$ cat config.mk
export PLATFORM = sky130hd
export DESIGN_NAME = dmx_slot_capture_rgb_dimmer
export DESIGN_NICKNAME = d
export VERILOG_FILES = /design/src/hdl/dsc_pkg.sv /design/src/hdl/dsc_frame_tracker.sv /design/src/hdl/dsc_master_dimmer.sv /design/src/hdl/dmx_slot_capture_rgb_dimmer.sv
export SDC_FILE = /design/constraint.sdc
export NUM_CORES = 1
export LEC_CHECK = 0
export BUFFER_PORTS_ARGS = -buffer_cell sky130_fd_sc_hd__buf_2
export CORE_ASPECT_RATIO = 0.75
export CORE_MARGIN = 8
export CORE_UTILIZATION = 64
export DETAILED_ROUTE_END_ITERATION = 16
export PLACE_DENSITY = 0.93
export SYNTH_ARGS = -nofsm -noshare
export SYNTH_HDL_FRONTEND = slang
export SYNTH_SLANG_ARGS = --single-unit
$ cat constraint.sdc
create_clock -name clock -period 8.7 [get_ports clock]
set_input_delay 0.87 -clock clock [delete_from_list [all_inputs] [get_ports clock]]
set_output_delay 0.87 -clock clock [all_outputs]
set_load 0.01 [all_outputs]
$ cat src/hdl/dsc_pkg.sv
`timescale 1ns / 1ps
// ----------------------------------------------------------------------------
// dsc_pkg
// Shared types and constants for the DMX slot capture RGB dimmer.
// ----------------------------------------------------------------------------
package dsc_pkg;

   // captured window
   localparam int SLOT_COUNT = 4;
   localparam int SLOT_IDX_W = $clog2(SLOT_COUNT);
   localparam int ADDR_W     = 9;
   localparam int CNT_W      = 10;
   localparam int LEVEL_W    = 8;
   localparam int PHASE_W    = 2;

   // captured slot roles
   localparam logic [SLOT_IDX_W-1:0] SLOT_MASTER = SLOT_IDX_W'(0);
   localparam logic [SLOT_IDX_W-1:0] SLOT_RED    = SLOT_IDX_W'(1);
   localparam logic [SLOT_IDX_W-1:0] SLOT_GREEN  = SLOT_IDX_W'(2);
   localparam logic [SLOT_IDX_W-1:0] SLOT_BLUE   = SLOT_IDX_W'(3);

   // frame phase codes
   localparam logic [PHASE_W-1:0] PH_IDLE  = 2'd0;
   localparam logic [PHASE_W-1:0] PH_BREAK = 2'd1;
   localparam logic [PHASE_W-1:0] PH_SLOTS = 2'd2;

   localparam logic [LEVEL_W-1:0] LEVEL_FULL = 8'hFF;
   localparam logic [LEVEL_W-1:0] START_CODE = 8'h00;

   typedef struct packed {
      logic [7:0] rx_byte;
      logic       framing_error;
      logic       overrun;
   } dsc_req_type;

   typedef struct packed {
      logic [7:0] red_level;
      logic [7:0] green_level;
      logic [7:0] blue_level;
      logic [1:0] frame_phase;
   } dsc_rsp_type;

   // state after one transaction, handed to the dimmer
   typedef struct packed {
      logic [LEVEL_W-1:0] master;
      logic [LEVEL_W-1:0] red;
      logic [LEVEL_W-1:0] green;
      logic [LEVEL_W-1:0] blue;
      logic [PHASE_W-1:0] phase;
   } dsc_snap_type;

endpackage

$ cat src/hdl/dsc_frame_tracker.sv
`timescale 1ns / 1ps
// ----------------------------------------------------------------------------
// dsc_frame_tracker
// Frame phase, slot counter and captured slot store; registers a snapshot
// of the updated state for each transaction.
// ----------------------------------------------------------------------------
module dsc_frame_tracker (
   input  logic                        clock,
   input  logic                        reset,
   input  logic                        item_valid,
   input  dsc_pkg::dsc_req_type        item,
   input  logic [dsc_pkg::ADDR_W-1:0]  start_address,
   input  logic                        snap_ready,
   output logic                        item_taken,
   output logic                        snap_valid,
   output dsc_pkg::dsc_snap_type       snap
);
   import dsc_pkg::*;

   logic [PHASE_W-1:0] phase_ff, phase_in;
   logic [CNT_W-1:0]   slot_count_ff, slot_count_in;
   logic [LEVEL_W-1:0] slots_ff [SLOT_COUNT];
   logic [LEVEL_W-1:0] slots_in [SLOT_COUNT];
   logic               snap_valid_ff;
   dsc_snap_type       snap_ff;

   logic               snap_load;
   logic               advance;
   logic [CNT_W-1:0]   win_start;
   logic [CNT_W-1:0]   win_end;
   logic [CNT_W-1:0]   win_offset;
   logic               in_window;

   // pipeline control
   assign snap_load  = !snap_valid_ff || snap_ready;
   assign advance    = item_valid && snap_load;
   assign item_taken = snap_load;

   // capture window bounds
   assign win_start  = CNT_W'(start_address);
   assign win_end    = win_start + CNT_W'(SLOT_COUNT);
   assign win_offset = slot_count_ff - win_start;
   assign in_window  = (slot_count_ff >= win_start) && (slot_count_ff < win_end);

   // next state for one character
   always_comb begin
      phase_in      = phase_ff;
      slot_count_in = slot_count_ff;
      for (int i = 0; i < SLOT_COUNT; i++) begin
         slots_in[i] = slots_ff[i];
      end
      if (item.framing_error) begin
         slot_count_in = '0;
         phase_in      = PH_BREAK;
      end else if (item.overrun) begin
         slot_count_in = '0;
         phase_in      = PH_IDLE;
      end else begin
         case (phase_ff)
            PH_BREAK: begin
               phase_in = (item.rx_byte == START_CODE) ? PH_SLOTS : PH_IDLE;
            end
            PH_SLOTS: begin
               if (in_window) begin
                  slots_in[win_offset[SLOT_IDX_W-1:0]] = item.rx_byte;
               end
               if (slot_count_ff >= win_end) begin
                  phase_in = PH_IDLE;
               end else begin
                  slot_count_in = slot_count_ff + CNT_W'(1);
               end
            end
            default: begin
               phase_in = phase_ff;
            end
         endcase
      end
   end

   // state registers
   always_ff @(posedge clock) begin
      if (reset) begin
         phase_ff      <= PH_IDLE;
         slot_count_ff <= '0;
         for (int i = 0; i < SLOT_COUNT; i++) begin
            slots_ff[i] <= '0;
         end
      end else if (advance) begin
         phase_ff      <= phase_in;
         slot_count_ff <= slot_count_in;
         for (int i = 0; i < SLOT_COUNT; i++) begin
            slots_ff[i] <= slots_in[i];
         end
      end
   end

   // snapshot stage
   always_ff @(posedge clock) begin
      if (reset) begin
         snap_valid_ff <= 1'b0;
      end else if (snap_load) begin
         snap_valid_ff <= item_valid;
      end
   end

   always_ff @(posedge clock) begin
      if (advance) begin
         snap_ff.master <= slots_in[SLOT_MASTER];
         snap_ff.red    <= slots_in[SLOT_RED];
         snap_ff.green  <= slots_in[SLOT_GREEN];
         snap_ff.blue   <= slots_in[SLOT_BLUE];
         snap_ff.phase  <= (phase_in == PH_BREAK || phase_in == PH_SLOTS) ?
                           phase_in : PH_IDLE;
      end
   end

   assign snap_valid = snap_valid_ff;
   assign snap       = snap_ff;

endmodule

$ cat src/hdl/dsc_master_dimmer.sv
`timescale 1ns / 1ps
// ----------------------------------------------------------------------------
// dsc_master_dimmer
// Scales red, green and blue by master/255 (floor) and holds the result
// transaction in the output register.
// ----------------------------------------------------------------------------
module dsc_master_dimmer (
   input  logic                   clock,
   input  logic                   reset,
   input  logic                   snap_valid,
   input  dsc_pkg::dsc_snap_type  snap,
   output logic                   snap_ready,
   output logic                   rsp_valid,
   input  logic                   rsp_stall,
   output dsc_pkg::dsc_rsp_type   rsp_data
);
   import dsc_pkg::*;

   logic         rsp_valid_ff;
   dsc_rsp_type  rsp_data_ff, rsp_data_in;
   logic         out_load;

   // floor(level * master / 255); exact for products below 65535
   function automatic logic [LEVEL_W-1:0] dim_level(input logic [LEVEL_W-1:0] level,
                                                    input logic [LEVEL_W-1:0] master);
      logic [2*LEVEL_W-1:0] prod;
      logic [2*LEVEL_W:0]   sum;
      begin
         prod = (2*LEVEL_W)'(level) * (2*LEVEL_W)'(master);
         sum  = (2*LEVEL_W+1)'(prod) + (2*LEVEL_W+1)'(prod >> LEVEL_W)
                + (2*LEVEL_W+1)'(1);
         if (master == LEVEL_FULL) begin
            dim_level = level;
         end else begin
            dim_level = sum[2*LEVEL_W-1:LEVEL_W];
         end
      end
   endfunction

   // result transaction
   always_comb begin
      rsp_data_in.red_level   = dim_level(snap.red, snap.master);
      rsp_data_in.green_level = dim_level(snap.green, snap.master);
      rsp_data_in.blue_level  = dim_level(snap.blue, snap.master);
      rsp_data_in.frame_phase = snap.phase;
   end

   assign out_load   = !rsp_valid_ff || !rsp_stall;
   assign snap_ready = out_load;

   // output register
   always_ff @(posedge clock) begin
      if (reset) begin
         rsp_valid_ff <= 1'b0;
      end else if (out_load) begin
         rsp_valid_ff <= snap_valid;
      end
   end

   always_ff @(posedge clock) begin
      if (out_load && snap_valid) begin
         rsp_data_ff <= rsp_data_in;
      end
   end

   assign rsp_valid = rsp_valid_ff;
   assign rsp_data  = rsp_data_ff;

endmodule

$ cat src/hdl/dmx_slot_capture_rgb_dimmer.sv
`timescale 1ns / 1ps
// ----------------------------------------------------------------------------
// dmx_slot_capture_rgb_dimmer
// DMX512 slot capture with master-dimmed RGB output.
//
// Each req transaction carries one received character with its framing
// error (break) and overrun flags. Every transaction gives exactly one rsp
// transaction: red, green and blue scaled by the captured master slot, and
// the frame phase after the character was applied.
// csr_wr_en / csr_wr_data load the start address (slot of the master
// channel); write it only while no transaction is in flight.
// rsp_valid rises behind three register stages: input register (loaded on
// the edge that accepts a req transaction), state update with snapshot
// register, dimming multipliers with output register.
// A new transaction is accepted every cycle while rsp_stall is low.
// rsp_stall holds the output register; the stages behind it keep filling,
// and req_stall rises once the input register cannot move on.
// Synchronous reset clears the phase, slot counter, captured slots, start
// address and all valid flags.
// ----------------------------------------------------------------------------
module dmx_slot_capture_rgb_dimmer (
   input  logic                        clock,
   input  logic                        reset,
   input  logic                        req_valid,
   output logic                        req_stall,
   input  dsc_pkg::dsc_req_type        req_data,
   output logic                        rsp_valid,
   input  logic                        rsp_stall,
   output dsc_pkg::dsc_rsp_type        rsp_data,
   input  logic                        csr_wr_en,
   input  logic [dsc_pkg::ADDR_W-1:0]  csr_wr_data
);
   import dsc_pkg::*;

   logic               in_valid_ff;
   dsc_req_type        in_data_ff;
   logic [ADDR_W-1:0]  start_address_ff;
   logic               item_taken;
   logic               in_load;
   logic               snap_valid;
   logic               snap_ready;
   dsc_snap_type       snap;

   // start address register
   always_ff @(posedge clock) begin
      if (reset) begin
         start_address_ff <= '0;
      end else if (csr_wr_en) begin
         start_address_ff <= csr_wr_data;
      end
   end

   // input register
   assign in_load   = !in_valid_ff || item_taken;
   assign req_stall = !in_load;

   always_ff @(posedge clock) begin
      if (reset) begin
         in_valid_ff <= 1'b0;
      end else if (in_load) begin
         in_valid_ff <= req_valid;
      end
   end

   always_ff @(posedge clock) begin
      if (in_load && req_valid) begin
         in_data_ff <= req_data;
      end
   end

   // frame tracking and slot capture
   dsc_frame_tracker u_tracker (
      .clock         (clock),
      .reset         (reset),
      .item_valid    (in_valid_ff),
      .item          (in_data_ff),
      .start_address (start_address_ff),
      .snap_ready    (snap_ready),
      .item_taken    (item_taken),
      .snap_valid    (snap_valid),
      .snap          (snap)
   );

   // master dimming and output register
   dsc_master_dimmer u_dimmer (
      .clock      (clock),
      .reset      (reset),
      .snap_valid (snap_valid),
      .snap       (snap),
      .snap_ready (snap_ready),
      .rsp_valid  (rsp_valid),
      .rsp_stall  (rsp_stall),
      .rsp_data   (rsp_data)
   );

endmodule

== Word-level counts from Yosys, hierarchy flattened ==
Memory sizes are Yosys's and may differ from the RTL's.
Index checks and enable logic that the tools add are counted.

* Register bits after elaboration: 94
* Memory bits (writable): 32
* Bits of input ports: 24
* Output and inout bits: 28
* Logic and storage cells: 92
* Memories kept: 1

* Add/subtract/negate cells: 9
* $mul: 3
* Magnitude comparators: 5
* Eq/ne operators: 6
* Muxes and demuxes: 28
* Bitwise gates (word level): 5
* Reduce and logical (&&, ||, !) cells: 17

{| class="wikitable"
|+ Memory list
! name !! words !! width !! read ports !! clocked after Yosys merged registers in !! write ports !! line !! RTL
|-
| u_tracker.slots_ff || 4 || 8 || 4 || 0 || 4 || dsc_frame_tracker.sv:22 || <nowiki>logic [LEVEL_W-1:0] slots_ff [SLOT_COUNT];</nowiki>
|}

{| class="wikitable"
|+ Operator list
! cell !! count
|-
| two-way mux 32 bit || 4
|-
| two-way mux 8 bit || 8
|-
| adder 16 x 1 -> 16 bit (second input constant) || 3
|-
| adder 16 x 8 -> 16 bit || 3
|-
| multiplier 8 x 8 -> 16 bit || 3
|-
| two-way mux 10 bit || 4
|-
| bitwise mux 32 bit || 1
|-
| demux 8 bit (select 2 bit) || 1
|-
| adder 10 x 1 -> 10 bit (second input constant) || 1
|-
| adder 9 x 3 -> 10 bit (second input constant) || 1
|-
| >= comparator 10 bit || 1
|-
| >= comparator 10 x 9 -> 1 bit || 1
|-
| less-than comparator 10 bit || 1
|-
| == test 8 bit (second input constant) || 1
|-
| logical NOT 8 bit || 1
|-
| two-way mux 2 bit || 4
|-
| logical AND 1 bit || 5
|-
| logical NOT 1 bit || 5
|-
| two-way mux 1 bit || 5
|-
| == test 2 x 1 -> 1 bit (second input constant) || 2
|-
| == test 2 bit (second input constant) || 2
|-
| logical OR 1 bit || 4
|-
| bitwise OR 1 bit || 4
|-
| one-hot mux 2 bit (2 select lines) || 1
|-
| 7 further kinds || 7
|}

== Logic depth before layout (Yosys ltp) ==
* Depth after elaboration: 12
* Mapped depth: 26
* Gate-level depth less buffers: 24

== Cells and area by module ==
A second synthesis with hierarchy kept.

* Cells, all modules: 1378
* Area total of the unflattened synthesis: 13646.8 um^2

{| class="wikitable"
|+ Modules (own cells, without submodules)
! module !! instances !! cells an instance !! area an instance (um^2) !! seq. area each (um^2)
|-
| dsc_master_dimmer || 1 || 1035 || 9029.9 || 800.8
|-
| dsc_frame_tracker || 1 || 300 || 3953.8 || 2242.2
|-
| dmx_slot_capture_rgb_dimmer || 1 || 43 || 663.1 || 500.5
|}

== Least setup slack after synthesis ==
OpenSTA, ideal clock, no wires.

* Path type: register to register
* Start point: register u_tracker.snap_ff (netlist bit u_tracker.snap[33])
* End point: register u_dimmer.rsp_data_ff (netlist bit u_dimmer.rsp_data[2]) (data pin)
* Library setup time: 0.270 ns
* Data arrival time: 5.770 ns
* Required time: 8.430 ns
* Setup slack: 2.660 ns
* Stages on the path, launching flop included: 24
* Path buffers: 1
* Clock period less this slack: 6.040 ns
* Path through: edfxtp_1 clkbuf_1 nand2_1 fa_1 fa_1 inv_1 fa_1 inv_1 fa_1 inv_1 ha_1 a21o_1 a221oi_2 o21bai_1 a21oi_1 xnor2_1 ha_1 a211oi_1 nand2_1 o31ai_1 nor2_1 a311o_1 xnor2_1 a21oi_1

{| class="wikitable"
|+ RTL lines
! element !! line !! RTL
|-
| from (decl) || dsc_frame_tracker.sv:25 || <nowiki>dsc_snap_type snap_ff;</nowiki>
|-
| to (signal assigned) || dsc_master_dimmer.sv:62 || <nowiki>rsp_data_ff <= rsp_data_in;</nowiki>
|-
| to (decl) || dsc_master_dimmer.sv:20 || <nowiki>dsc_rsp_type rsp_data_ff, rsp_data_in;</nowiki>
|}

==> metrics.md <==
| Metric | Value |
|---|---|
| Status | `completed` |
| Worst path bufs/invs | `3` |
| Slew Limit Headroom | `19.27%` |
| CTS tree | `yes` |
| Final hold vios | `0` |
| Num rows | `45` |
| Ratio of final minimum period to clock period | `79.99%` |
| Worst Setup Path Type | `reg -> reg` |
| Post-CTS setup buffer count | `0` |
| I/O Buffers | `51` |
| Post-Synthesis Cells | `1,331` |
| Max-slew violation count | `0` |
| P&R area growth vs syn | `7.986%` |
| Routed length per placed instance | `18.71 um` |
| VDD IR max | `0.1798 mV` |
| Hold-fix buffers, CTS | `0` |
| Worst Clk Skew | `0.01591 ns` |
| Clk root buf | `clkbuf_16` |
| DRC | `0` |
| Post-synth EDFFs | `102` |
| Clock Path Buffers | `2` |
| Worst R2R Setup Slack | `1.74 ns` |
| Share of cells above drive strength 1 | `9.964%` |
| Final nets | `1,656` |
| WHS | `0.4233 ns` |
| Ys flop type | `edfxtp_1` |
| Area of the multi-input gates | `8880 um2` |
| Post-CTS sizing | `0` |
| Crit-path leading delay family | `adder cells` |
| Number of synthesized register bits | `126` |
| Number of global-route vias before repair | `10,260` |
| Core Area | `20,270 um2` |
| Reg area | `3543 um2` |
| Syn avg cell area | `9.934 um2` |
| Asr flop ratio synth | `0%` |
| Reg2Reg Launch Point | `u_tracker.snap[30]` |
| Power per cell area | `225.4 nW/um2` |
| Fin Setup TNS | `0 ns` |
| Starting DRT DRC Count | `971` |
| Final core utilization | `70.44%` |
| CTS H-Tree Depth | `4` |
| CTS Sinks | `126` |
| Worst hold path class | `reg -> reg` |
| CP startpoint | `u_tracker.snap[30]` |
| Num CTS Buffers | `17` |
| Sequential share of the synthesized area | `26.80%` |
| Via density | `6.186` |
| Worst EP arrival | `7.23 ns` |
| Leakage | `6.648 nW` |
| GRT Total Usage | `24.29%` |
| Post-DP HPWL | `22,470 um` |
| Final setup violation count | `0` |
| Die Ht | `140.5 um` |
| Via count | `10,160` |
| Max stage delay on crit path | `0.71 ns` |
| Number of fill cells in the layout | `1,386` |
| I/O pin count | `52` |
| Crit path time final | `6.960 ns` |
| Gpl congestion | `0.9083` |
| Unique cell type count in the Yosys netlist | `73` |
| Startpoint types | `register` |
| Ant diodes | `0` |
| Largest net degree at the start of global routing | `40` |
| Achievable frequency | `143.7 MHz` |
| Crit path to | `u_dimmer.rsp_data[7]` |
| DP Area | `13,710 um2` |
| Die Wd | `182.0 um` |
| Clk_lat worst skew | `0.43 ns` |
| Initial Util | `65.23%` |
| Yosys warns | `0` |
| Slowest CP cell | `edfxtp_1` |
| Routed wire length | `30,740 um` |
| First-pass GRT wire length | `50,230 um` |
| Capture point of the worst reg-to-reg path | `u_dimmer.rsp_data[7]` |
| GRT overflow | `0` |
| Worst slew pin tran | `1.211 ns` |
| Syn_nets | `1,615` |
| Crit path cell chain | `and2_1, fa_1, fa_1, inv_1, fa_1, fa_1, inv_1, ha_1, o21ai_0, o21bai_1, a2111o_1, a311oi_1, o21ai_0, xnor2_1, inv_1, ha_1, a211o_1, nor2_1, a21oi_1, nand3_1, or4_1, nand3_1` |
| Number of max-cap violations | `0` |
| Worst-case reg-to-reg path depth | `22` |
| Cell mode on critical path | `fa_1` |
| WP depth | `22` |
| Full die area | `25,560 um2` |
| Initial antenna violation count | `0` |
| Pre-Repair DR Iteration Count | `8` |
| Final Cell Area | `14,280 um2` |
| Crit Path Max Fanout | `25` |
| Worst EP required | `8.97 ns` |
| RSZ-0062 raised after global routing | `no` |
| Mapped Area | `13,220 um2` |
| Critical path capture point type | `register` |
| Reg clk slew, reported paths | `0.06 ns` |
| Final antenna-violating net count | `0` |
| Worst hold path startpoint | `u_tracker.snap[1]` |
[registers in the layout, summed over array words and instances (netlist names)]
name,count
u_tracker.slot_count_ff,10
start_address_ff,9
u_tracker.snap_valid,1
in_data_ff,10
u_dimmer.rsp_valid,1
in_valid_ff,1
u_tracker.snap,34
u_dimmer.rsp_data,26
u_tracker.slots_ff,32
u_tracker.phase_ff,2
[metrics by stage]
stage	total power, mW	setup slack, ns	std cells
CTS	3.186	1.861	1643
detailed placement	2.476	1.966	1611
floorplan	2.102	2.660	1331
finish	3.218	1.740	1643
global placement	2.394	2.167	1611
global route	3.449	1.381	1643
[layout by cell type (no fill, tap or decap), types with 24 or more instances in the layout]
cell type / Yosys / final
xnor2_1: 36 / 36
fa_1: 109 / 109
nand2_1: 71 / 71
a21oi_1: 46 / 46
mux2_2: 25 / 25
inv_1: 180 / 180
dfxtp_1: 24 / 24
nand3_1: 31 / 31
nor2b_1: 40 / 40
buf_2: 3 / 51
nor2_1: 56 / 56
ha_1: 151 / 151
and2_1: 166 / 166
edfxtp_1: 102 / 102
a21o_1: 26 / 26
[per-layer routing]
| layer | wire [um] | vias up | track usage (%) |
|---|---|---|---|
| met2 | 13840 | 541 | 38.97 |
| met3 | 2933 | 96 | 5.685 |
| li1 | - | 4612 | - |
| met4 | 884 | 0 | 8.222 |
| met5 | 0 | - | 0 |
| met1 | 13080 | 4915 | 32.00 |
[power by group]
| group | internal [mW] | switching [mW] |
|---|---|---|
| logic | 0.718 | 1.03 |
| registers | 0.736 | 0.0424 |
| clock network | 0.409 | 0.285 |
[how the worst min path moves through the flow]
| stage | endpoint | cells after the start |
|---|---|---|
| global placement | u_dimmer.rsp_data[1] | 0 |
| detailed placement | u_dimmer.rsp_data[0] | 0 |
| CTS | u_dimmer.rsp_data[1] | 0 |
| global route | u_dimmer.rsp_data[0] | 0 |
| finish | u_dimmer.rsp_data[1] | 0 |
| floorplan | u_dimmer.rsp_data[0] | 0 |
[area by class of cell]
type | count | share of cell area (%)
Multi-Input combinational cell | 992 | 62.19
Sequential cell | 126 | 24.82
Inverter | 180 | 4.732
Clock buffer | 22 | 3.479
Tap cell | 258 | 2.261
Timing Repair Buffer | 55 | 1.998
Clock inverter | 10 | 0.5258
[logic make-up (layout without fill, tap and decap cells)]
group,count (synthesis),after routing,synth area share [%]
AO/OA/AOI/OAI,191,191,10.27
adder cells (fa/ha/maj),260,260,30.79
XOR/XNOR,51,51,3.492
multiplexers,44,44,3.643
buffers and inverters,213,267,6.075
AND/OR/NAND/NOR,446,446,18.93
flip-flops,126,126,26.80
[synthesized netlist by cell type, types with 22 or more instances]
cell type,instances,area [um2]
o21ai_0,22,110.1
mux2_2,25,281.5
a21oi_1,46,230.2
ha_1,151,1889
nor2b_1,40,250.2
and2_1,166,1039
nor2_1,56,210.2
a21o_1,26,195.2
dfxtp_1,24,480.5
inv_1,180,675.7
xnor2_1,36,315.3
edfxtp_1,102,3063
nand2_1,71,266.5
clkbuf_1,28,105.1
nand3_1,31,155.2
fa_1,109,2182
Power figures use the tool's default switching activity.
